===== config.mk =====
export PLATFORM = sky130hd
export DESIGN_NAME = crc8_packet_deframer
export DESIGN_NICKNAME = d
export VERILOG_FILES = /design/src/design/crc8d_pkg.sv /design/src/design/crc8d_front.sv /design/src/design/crc8d_queue.sv /design/src/design/crc8d_back.sv /design/src/design/crc8_packet_deframer.sv
export SDC_FILE = /design/constraint.sdc
export NUM_CORES = 1
export LEC_CHECK = 0
export BUFFER_PORTS_ARGS = -buffer_cell sky130_fd_sc_hd__buf_4
export CAP_MARGIN = 0
export CELL_PAD_IN_SITES_DETAIL_PLACEMENT = 0
export CELL_PAD_IN_SITES_GLOBAL_PLACEMENT = 2
export CORE_MARGIN = 2
export CORE_UTILIZATION = 40
export CTS_BUF_LIST = sky130_fd_sc_hd__clkbuf_8
export DETAILED_ROUTE_END_ITERATION = 16
export PLACE_DENSITY_LB_ADDON = 0.1
export SLEW_MARGIN = 20
export SYNTH_ARGS = -nofsm -noshare
export SYNTH_HDL_FRONTEND = slang
export SYNTH_HIERARCHICAL = 1
export SYNTH_SLANG_ARGS = --single-unit

===== constraint.sdc =====
create_clock -name clk_i -period 3.8 [get_ports clk_i]
set_input_delay 0.38 -clock clk_i [delete_from_list [all_inputs] [get_ports clk_i]]
set_output_delay 0.38 -clock clk_i [all_outputs]
set_load 0.05 [all_outputs]

===== src/design/crc8d_pkg.sv =====
// shared types and constants of the crc8 packet deframer
package crc8d_pkg;

  localparam int MaxPayload = 32;
  localparam int ByteW      = 8;
  localparam int IdxW       = (MaxPayload > 1) ? $clog2(MaxPayload) : 1;
  localparam int LenW       = $clog2(MaxPayload + 1);
  localparam int AddrW      = IdxW + 1;

  localparam logic [ByteW-1:0] SyncReset = 8'hAA;
  localparam logic [ByteW-1:0] CrcPoly   = 8'h07;
  localparam logic [ByteW-1:0] CrcInit   = 8'h00;

  // packet descriptor handed from the parser to the emitter
  typedef struct packed {
    logic [ByteW-1:0] command;
    logic [LenW-1:0]  len;
    logic             bank;
  } desc_t;

  // queue control between parser, queue and emitter
  typedef struct packed {
    logic  push;
    desc_t desc;
  } push_t;

  typedef struct packed {
    logic  valid;
    logic  full;
    desc_t head;
  } qstat_t;

  // payload store write port
  typedef struct packed {
    logic             en;
    logic [AddrW-1:0] addr;
    logic [ByteW-1:0] data;
  } wr_t;

endpackage


===== src/design/crc8d_front.sv =====
// parser: sync hunt, length check, crc-8 and payload capture
module crc8d_front import crc8d_pkg::*; (
  input  logic             clk_i,
  input  logic             rst_ni,
  input  logic             cfg_valid_i,
  input  logic [ByteW-1:0] cfg_sync_value_i,
  input  logic             in_fire_i,
  input  logic [ByteW-1:0] rx_byte_i,
  output push_t            push_o,
  output wr_t              wr_o
);

  localparam logic [2:0] PhHunt = 3'd0;
  localparam logic [2:0] PhLen  = 3'd1;
  localparam logic [2:0] PhCmd  = 3'd2;
  localparam logic [2:0] PhPay  = 3'd3;
  localparam logic [2:0] PhCrc  = 3'd4;

  function automatic logic [ByteW-1:0] crc_feed(input logic [ByteW-1:0] crc,
                                                input logic [ByteW-1:0] b);
    logic [ByteW-1:0] c;
    c = crc ^ b;
    for (int k = 0; k < ByteW; k++) begin
      if (c[ByteW-1]) c = (c << 1) ^ CrcPoly;
      else c = c << 1;
    end
    return c;
  endfunction

  logic [2:0]       phase_q, phase_d;
  logic [LenW-1:0]  exp_q, exp_d;
  logic [ByteW-1:0] cmd_q, cmd_d;
  logic [LenW-1:0]  fill_q, fill_d;
  logic [ByteW-1:0] crc_q, crc_d;
  logic [ByteW-1:0] sync_q;
  logic             bank_q, bank_d;
  logic             len_ok;
  logic [LenW-1:0]  fill_inc;

  assign len_ok   = (rx_byte_i != '0) &&
                    ({1'b0, rx_byte_i} <= (ByteW+1)'(MaxPayload + 1));
  assign fill_inc = fill_q + LenW'(1);

  always_comb begin
    phase_d = phase_q;
    exp_d   = exp_q;
    cmd_d   = cmd_q;
    fill_d  = fill_q;
    crc_d   = crc_q;
    bank_d  = bank_q;
    push_o  = '0;
    wr_o    = '0;
    push_o.desc.command = cmd_q;
    push_o.desc.len     = exp_q;
    push_o.desc.bank    = bank_q;
    wr_o.addr = {bank_q, fill_q[IdxW-1:0]};
    wr_o.data = rx_byte_i;
    if (in_fire_i) begin
      unique case (phase_q)
        PhHunt: begin
          if (rx_byte_i == sync_q) phase_d = PhLen;
        end
        PhLen: begin
          if (len_ok) begin
            exp_d   = LenW'(rx_byte_i - 8'd1);
            crc_d   = crc_feed(CrcInit, rx_byte_i);
            phase_d = PhCmd;
          end else begin
            phase_d = PhHunt;
          end
        end
        PhCmd: begin
          cmd_d   = rx_byte_i;
          fill_d  = '0;
          crc_d   = crc_feed(crc_q, rx_byte_i);
          phase_d = (exp_q != '0) ? PhPay : PhCrc;
        end
        PhPay: begin
          wr_o.en = 1'b1;
          fill_d  = fill_inc;
          crc_d   = crc_feed(crc_q, rx_byte_i);
          if (fill_inc >= exp_q) phase_d = PhCrc;
        end
        PhCrc: begin
          if (rx_byte_i == crc_q) begin
            push_o.push = 1'b1;
            bank_d      = ~bank_q;
          end
          phase_d = PhHunt;
        end
        default: phase_d = PhHunt;
      endcase
    end
  end

  always_ff @(posedge clk_i or negedge rst_ni) begin
    if (!rst_ni) begin
      phase_q <= PhHunt;
      exp_q   <= '0;
      cmd_q   <= '0;
      fill_q  <= '0;
      crc_q   <= '0;
      bank_q  <= 1'b0;
      sync_q  <= SyncReset;
    end else begin
      phase_q <= phase_d;
      exp_q   <= exp_d;
      cmd_q   <= cmd_d;
      fill_q  <= fill_d;
      crc_q   <= crc_d;
      bank_q  <= bank_d;
      if (cfg_valid_i) sync_q <= cfg_sync_value_i;
    end
  end

endmodule


===== src/design/crc8d_queue.sv =====
// two-entry descriptor queue, one entry per payload bank
module crc8d_queue import crc8d_pkg::*; (
  input  logic   clk_i,
  input  logic   rst_ni,
  input  push_t  push_i,
  input  logic   pop_i,
  output qstat_t stat_o
);

  desc_t      mem_q [2];
  logic       wr_q, rd_q;
  logic [1:0] cnt_q;

  assign stat_o.valid = (cnt_q != 2'd0);
  assign stat_o.full  = (cnt_q == 2'd2);
  assign stat_o.head  = mem_q[rd_q];

  always_ff @(posedge clk_i) begin
    if (push_i.push) mem_q[wr_q] <= push_i.desc;
  end

  always_ff @(posedge clk_i or negedge rst_ni) begin
    if (!rst_ni) begin
      wr_q  <= 1'b0;
      rd_q  <= 1'b0;
      cnt_q <= 2'd0;
    end else begin
      if (push_i.push) wr_q <= ~wr_q;
      if (pop_i) rd_q <= ~rd_q;
      case ({push_i.push, pop_i})
        2'b10:   cnt_q <= cnt_q + 2'd1;
        2'b01:   cnt_q <= cnt_q - 2'd1;
        default: cnt_q <= cnt_q;
      endcase
    end
  end

endmodule


===== src/design/crc8d_back.sv =====
// emitter: payload store and per-byte result sequencing
module crc8d_back import crc8d_pkg::*; (
  input  logic             clk_i,
  input  logic             rst_ni,
  input  wr_t              wr_i,
  input  qstat_t           stat_i,
  output logic             pop_o,
  output logic             out_valid_o,
  input  logic             out_ready_i,
  output logic [ByteW-1:0] command_o,
  output logic [LenW-1:0]  payload_len_o,
  output logic [IdxW-1:0]  byte_index_o,
  output logic [ByteW-1:0] payload_byte_o,
  output logic             has_data_o,
  output logic             last_o
);

  localparam logic [1:0] BkIdle = 2'd0;
  localparam logic [1:0] BkRead = 2'd1;
  localparam logic [1:0] BkShow = 2'd2;

  logic [ByteW-1:0] store_q [2*MaxPayload];
  logic [ByteW-1:0] rd_q;
  logic [1:0]       state_q, state_d;
  logic [IdxW-1:0]  idx_q, idx_d;
  logic             rd_en;
  logic             is_last;

  assign has_data_o     = (stat_i.head.len != '0);
  assign is_last        = !has_data_o || ((LenW'(idx_q) + LenW'(1)) == stat_i.head.len);
  assign out_valid_o    = (state_q == BkShow);
  assign command_o      = stat_i.head.command;
  assign payload_len_o  = stat_i.head.len;
  assign byte_index_o   = idx_q;
  assign payload_byte_o = has_data_o ? rd_q : '0;
  assign last_o         = is_last;

  always_comb begin
    state_d = state_q;
    idx_d   = idx_q;
    rd_en   = 1'b0;
    pop_o   = 1'b0;
    unique case (state_q)
      BkIdle: begin
        idx_d = '0;
        if (stat_i.valid) state_d = has_data_o ? BkRead : BkShow;
      end
      BkRead: begin
        rd_en   = 1'b1;
        state_d = BkShow;
      end
      BkShow: begin
        if (out_ready_i) begin
          if (is_last) begin
            pop_o   = 1'b1;
            state_d = BkIdle;
          end else begin
            idx_d   = idx_q + IdxW'(1);
            state_d = BkRead;
          end
        end
      end
      default: state_d = BkIdle;
    endcase
  end

  always_ff @(posedge clk_i) begin
    if (wr_i.en) store_q[wr_i.addr] <= wr_i.data;
    if (rd_en) rd_q <= store_q[{stat_i.head.bank, idx_q}];
  end

  always_ff @(posedge clk_i or negedge rst_ni) begin
    if (!rst_ni) begin
      state_q <= BkIdle;
      idx_q   <= '0;
    end else begin
      state_q <= state_d;
      idx_q   <= idx_d;
    end
  end

endmodule


===== src/design/crc8_packet_deframer.sv =====
// top level of the sync / length / crc-8 packet deframer
// takes one received word per cycle while fewer than two validated packets
// wait for output; the parser hunts for the sync word, checks the length
// word (1 to 33), captures the command and payload into one of two payload
// banks and checks the crc-8 (poly 0x07, init 0, msb first) over length,
// command and payload. a good packet is queued as a descriptor; a bad one
// is dropped without a trace. the emitter then sends the run, one result
// word per payload word, each through a bank read state and then a show
// state, with an idle state ahead of each packet, or a single result
// without data for an empty payload. input ready drops only while both
// banks hold packets not yet fully delivered. the sync register may be
// written at any time through its own channel, which is always ready.
module crc8_packet_deframer import crc8d_pkg::*; (
  input  logic             clk_i,
  input  logic             rst_ni,
  // configuration write channel
  input  logic             cfg_valid_i,
  output logic             cfg_ready_o,
  input  logic [ByteW-1:0] cfg_sync_value_i,
  // received word channel
  input  logic             in_valid_i,
  output logic             in_ready_o,
  input  logic [ByteW-1:0] rx_byte_i,
  // result channel
  output logic             out_valid_o,
  input  logic             out_ready_i,
  output logic [ByteW-1:0] command_o,
  output logic [LenW-1:0]  payload_len_o,
  output logic [IdxW-1:0]  byte_index_o,
  output logic [ByteW-1:0] payload_byte_o,
  output logic             has_data_o,
  output logic             last_o
);

  push_t  push;
  wr_t    wr;
  qstat_t stat;
  logic   pop;
  logic   in_fire;

  // config write always lands immediately
  assign cfg_ready_o = 1'b1;
  // a free bank exists whenever the queue is not full
  assign in_ready_o  = !stat.full;
  assign in_fire     = in_valid_i && in_ready_o;

  crc8d_front u_front (
    .clk_i,
    .rst_ni,
    .cfg_valid_i,
    .cfg_sync_value_i,
    .in_fire_i (in_fire),
    .rx_byte_i,
    .push_o    (push),
    .wr_o      (wr)
  );

  crc8d_queue u_queue (
    .clk_i,
    .rst_ni,
    .push_i (push),
    .pop_i  (pop),
    .stat_o (stat)
  );

  // descriptor stays at the queue head until its last result is taken
  crc8d_back u_back (
    .clk_i,
    .rst_ni,
    .wr_i   (wr),
    .stat_i (stat),
    .pop_o  (pop),
    .out_valid_o,
    .out_ready_i,
    .command_o,
    .payload_len_o,
    .byte_index_o,
    .payload_byte_o,
    .has_data_o,
    .last_o
  );

endmodule


==> metrics.md <==
| Metric | Value |
|---|---|
| Outcome | complete, no violations |
| Leak pwr | 0.00947 uW |
| Synth Area in Compound Gates | 0.0366 |
| Synth Area per Inst | 17.6 um2 |
| Tot GR Track Use | 0.198 |
| Most frequent cell after synthesis | edfxtp_1 |
| Main combinational cell family by area after synthesis | multiplexers |
| CP Buf/Inv Count | 1 |
| Largest net degree at the start of global routing | 81 |
| Clock-pin slew on the worst setup and hold paths | 0.06 ns |
| Placement Rows | 91 |
| Final Slew Violations | 0 |
| Root Buffer | clkbuf_8 |
| RSZ-0062 raised after global routing | no |
| Port Buffers | 51 |
| FFs w/ async S/R, synth | 0.0849 |
| Pwr/cell area | 537 mW/mm2 |
| Commonest cells in the netlist | edfxtp_1, mux4_2, nor2_1 |
| Antenna violations before repair | 1 |
| Cell count after synthesis | 1429 |
| CTS buffer count | 103 |
| Clock Skew | 0.0340 ns |
| Post-detailed-route DRC marker count | 0 |
| Total Neg Setup Slack | 0 ns |
| Gpl congestion | 0.769 |
| Post-DP HPWL | 37.5 mm |
| Rel. slew slack | 0.397 |
| Fmax | 301 MHz |
| R2R setup slack | 0.62 ns |
| CP max FO | 21 |
| CTS Buffer Depth | 3 |
| Clk_lat worst skew | 0.71 ns |
| Area grow syn2layout | 14.0% |
| Area leader, netlist | edfxtp_1 |
| Critical Path RT | 3.42 ns |
| Die height | 255 um |
| Post-Route WL | 62.1 mm |
| Post-synth EDFFs | 550 |
| Die area | 0.0648 mm2 |
| Vias in the first global route | 13900 |
| Routed Antenna Nets | 0 |
| Global-route wire length before repair | 91.7 mm |
| Worst path top cell family by delay | flip-flops |
| Min Tclk post-route | 3.33 ns |
| Starting Density | 0.406 |
| Via count | 13000 |
| Primary FF master, synth | edfxtp_1 |
| Max IR drop VDD | 0.320 mV |
| CTS tree | yes |
| Drt wl/cell | 24.9 um |
| IO Count | 53 |
| #FFs+latches synth | 601 |
| Synth top area share | 0.658 |
| Chip width | 255 um |
| # nets final | 1618 |
| Setup bufs post-CTS | 0 |
| Adder-Cell Fraction of Synth Area | 0.0110 |
| Core area | 0.0618 mm2 |
| Fin crit share | 0.876 |
| Synth cell types | 62 |
| Share of cells above drive strength 1 | 0.254 |
| Worst Tran Pin Value | 0.905 ns |
| Syn Nets | 1472 |
| Via/cell ratio | 5.20 |
| Setup-failing EPs final | 0 |
| Sink Count | 601 |
| Slowest CP cell | dfrtp_4 |
| Final Hold Fails | 0 |
| Post-Synth Simple-Gate Area | 0.0513 |
| Placed instance count | 2289 |
| Crit path kind | reg2out |
| WP data arrival | 2.95 ns |
| Total grt overflow | 0 |
| Mux contribution to synthesized area | 0.139 |
| CP cell instances | ha_1, and2_1, o21ai_0, a31oi_2, or3_1, nand2_1, buf_4 |
| Total of max-cap violations | 0 |
| Yosys warns | 6 |
| Final std cells w/o fill | 2495 |
| DR pass1 iterations | 5 |
| Htree depth | 3 |
| Post-Syn Area | 0.0251 mm2 |
| Largest stage delay on the critical path | 0.65 ns |
| Ranking of synthesized cells by area | edfxtp_1, mux4_2, dfrtp_1 |
| CP Launch Type | flip-flop |
| DR iter-0 viols | 823 |
| Sequential share of the synthesized area | 0.709 |
| Worst setup EP type | output port |
| XOR/XNOR Fraction of Synth Area | 0.0218 |
| HP Class | in2reg |
[cell usage in the layout, fill, tap and decap left out, types with 3 or more instances in the layout]
| cell | n |
|---|---|
| mux2_4 | 9 |
| buf_12 | 4 |
| nor3_1 | 7 |
| nand3b_1 | 3 |
| dlygate4sd3_1 | 18 |
| a22o_1 | 4 |
| nor4_1 | 4 |
| clkbuf_8 | 108 |
| or4_1 | 4 |
| and2_1 | 12 |
| nand4_1 | 7 |
| clkinv_1 | 17 |
| o21ai_0 | 11 |
| nand2_1 | 43 |
| nor2_1 | 94 |
| inv_1 | 68 |
| nand3_1 | 50 |
| a22oi_1 | 41 |
| xnor2_1 | 36 |
| xor2_1 | 20 |
| dfstp_2 | 4 |
| a211oi_1 | 9 |
| mux2i_1 | 74 |
| o22ai_1 | 9 |
| clkinv_2 | 11 |
| nand2b_1 | 7 |
| o21ai_1 | 9 |
| ha_1 | 22 |
| o211ai_1 | 5 |
| dfrtp_1 | 43 |
| a21oi_1 | 27 |
| nor2b_1 | 23 |
| edfxtp_1 | 550 |
| mux2_2 | 25 |
| buf_4 | 132 |
| mux4_2 | 104 |
[per-layer routing]
layer / track usage / vias up / share of wire
met5: 0 / - / 0
met3: 0.0379 / 94 / 0.044
li1: - / 5853 / -
met2: 0.321 / 286 / 0.48
met1: 0.269 / 6742 / 0.45
met4: 0.0657 / 0 / 0.027
[path summary, 6_finish.rpt]
kind                                             start                endpoint  depth (start not counted)
worst max-delay path            u_back/byte_index_o[1]                  last_o                          7
worst min-delay path                      rx_byte_i[0]   u_back/store_q[51][0]                          1
worst max register to register        u_queue/cnt_q[1]    u_back/store_q[8][7]                          8
worst min register to register        u_front/cmd_q[4]    u_queue/mem_q[0][11]                          0
max in group asynchronous                       rst_ni  u_back/byte_index_o[1]                          2
min in group asynchronous                       rst_ni        u_front/crc_q[3]                          2
[area by class of cell]
class | instances | area, um2
antenna | 2 | 5.00
clock buffer | 108 | 1490
clock inverter | 78 | 383
fill | 5315 | 33200
inverter | 25 | 93.8
multi-input combinational | 690 | 6530
sequential | 601 | 17800
tap | 837 | 1050
timing repair buffer | 154 | 1250
[sequential cells by signal (all words and copies together), names as in the netlist]
register and count:
u_front/fill_q 6, u_queue/cnt_q 2, u_back/state_q 2, u_front/bank_q 1, u_front/sync_q 8, u_front/phase_q 3
u_front/exp_q 6, u_back/byte_index_o 5, u_queue/mem_q 30, u_front/crc_q 8, u_back/rd_q 8, u_back/store_q 512
u_queue/rd_q 1, u_front/cmd_q 8, u_queue/wr_q 1
[worst register-to-register path: stages, from the launching register on]
cell and delay, ns:
dfrtp_1 0.40, nor2b_1 0.17, nor2b_1 0.13, buf_4 0.16
nand3_1 0.10, inv_1 0.22, nor2b_1 0.30, nand2_1 0.47
nor2_1 0.85
[per-stage QoR]
stage	hold slack [ns]	worst slack, ns	cell area, um2	power, uW	utilization
finish	0.102	0.473	28600	15400	0.463
detailed placement	0.462	0.623	26600	10200	0.429
global route	0.0506	0.318	28600	16100	0.463
CTS	0.0361	0.398	28600	15600	0.463
global placement	0.448	0.680	26600	10200	0.429
floorplan	0.0844	0.674	25100	9560	-
[logic make-up (layout without fill, tap and decap cells)]
kind of cell	after synthesis	after routing
XOR/XNOR	59	59
flip-flops	601	601
multiplexers	212	212
other	1	3
adder cells (fa/ha/maj)	22	22
AO/OA/AOI/OAI	130	130
buffers and inverters	138	365
AND/OR/NAND/NOR	266	266
[power breakdown]
group          switching, uW  internal (uW)
Combinational           1250           1010
Sequential               284           7490
Clock                   2600           2710
[repair_timing]
item,4_1_cts,5_1_grt
hold buffers,18,0
hold endpoints to repair,56,0
endpoints found under the setup margin,0,0
resized for setup,0,0
Note: power is estimated with default switching activity, not from simulation.
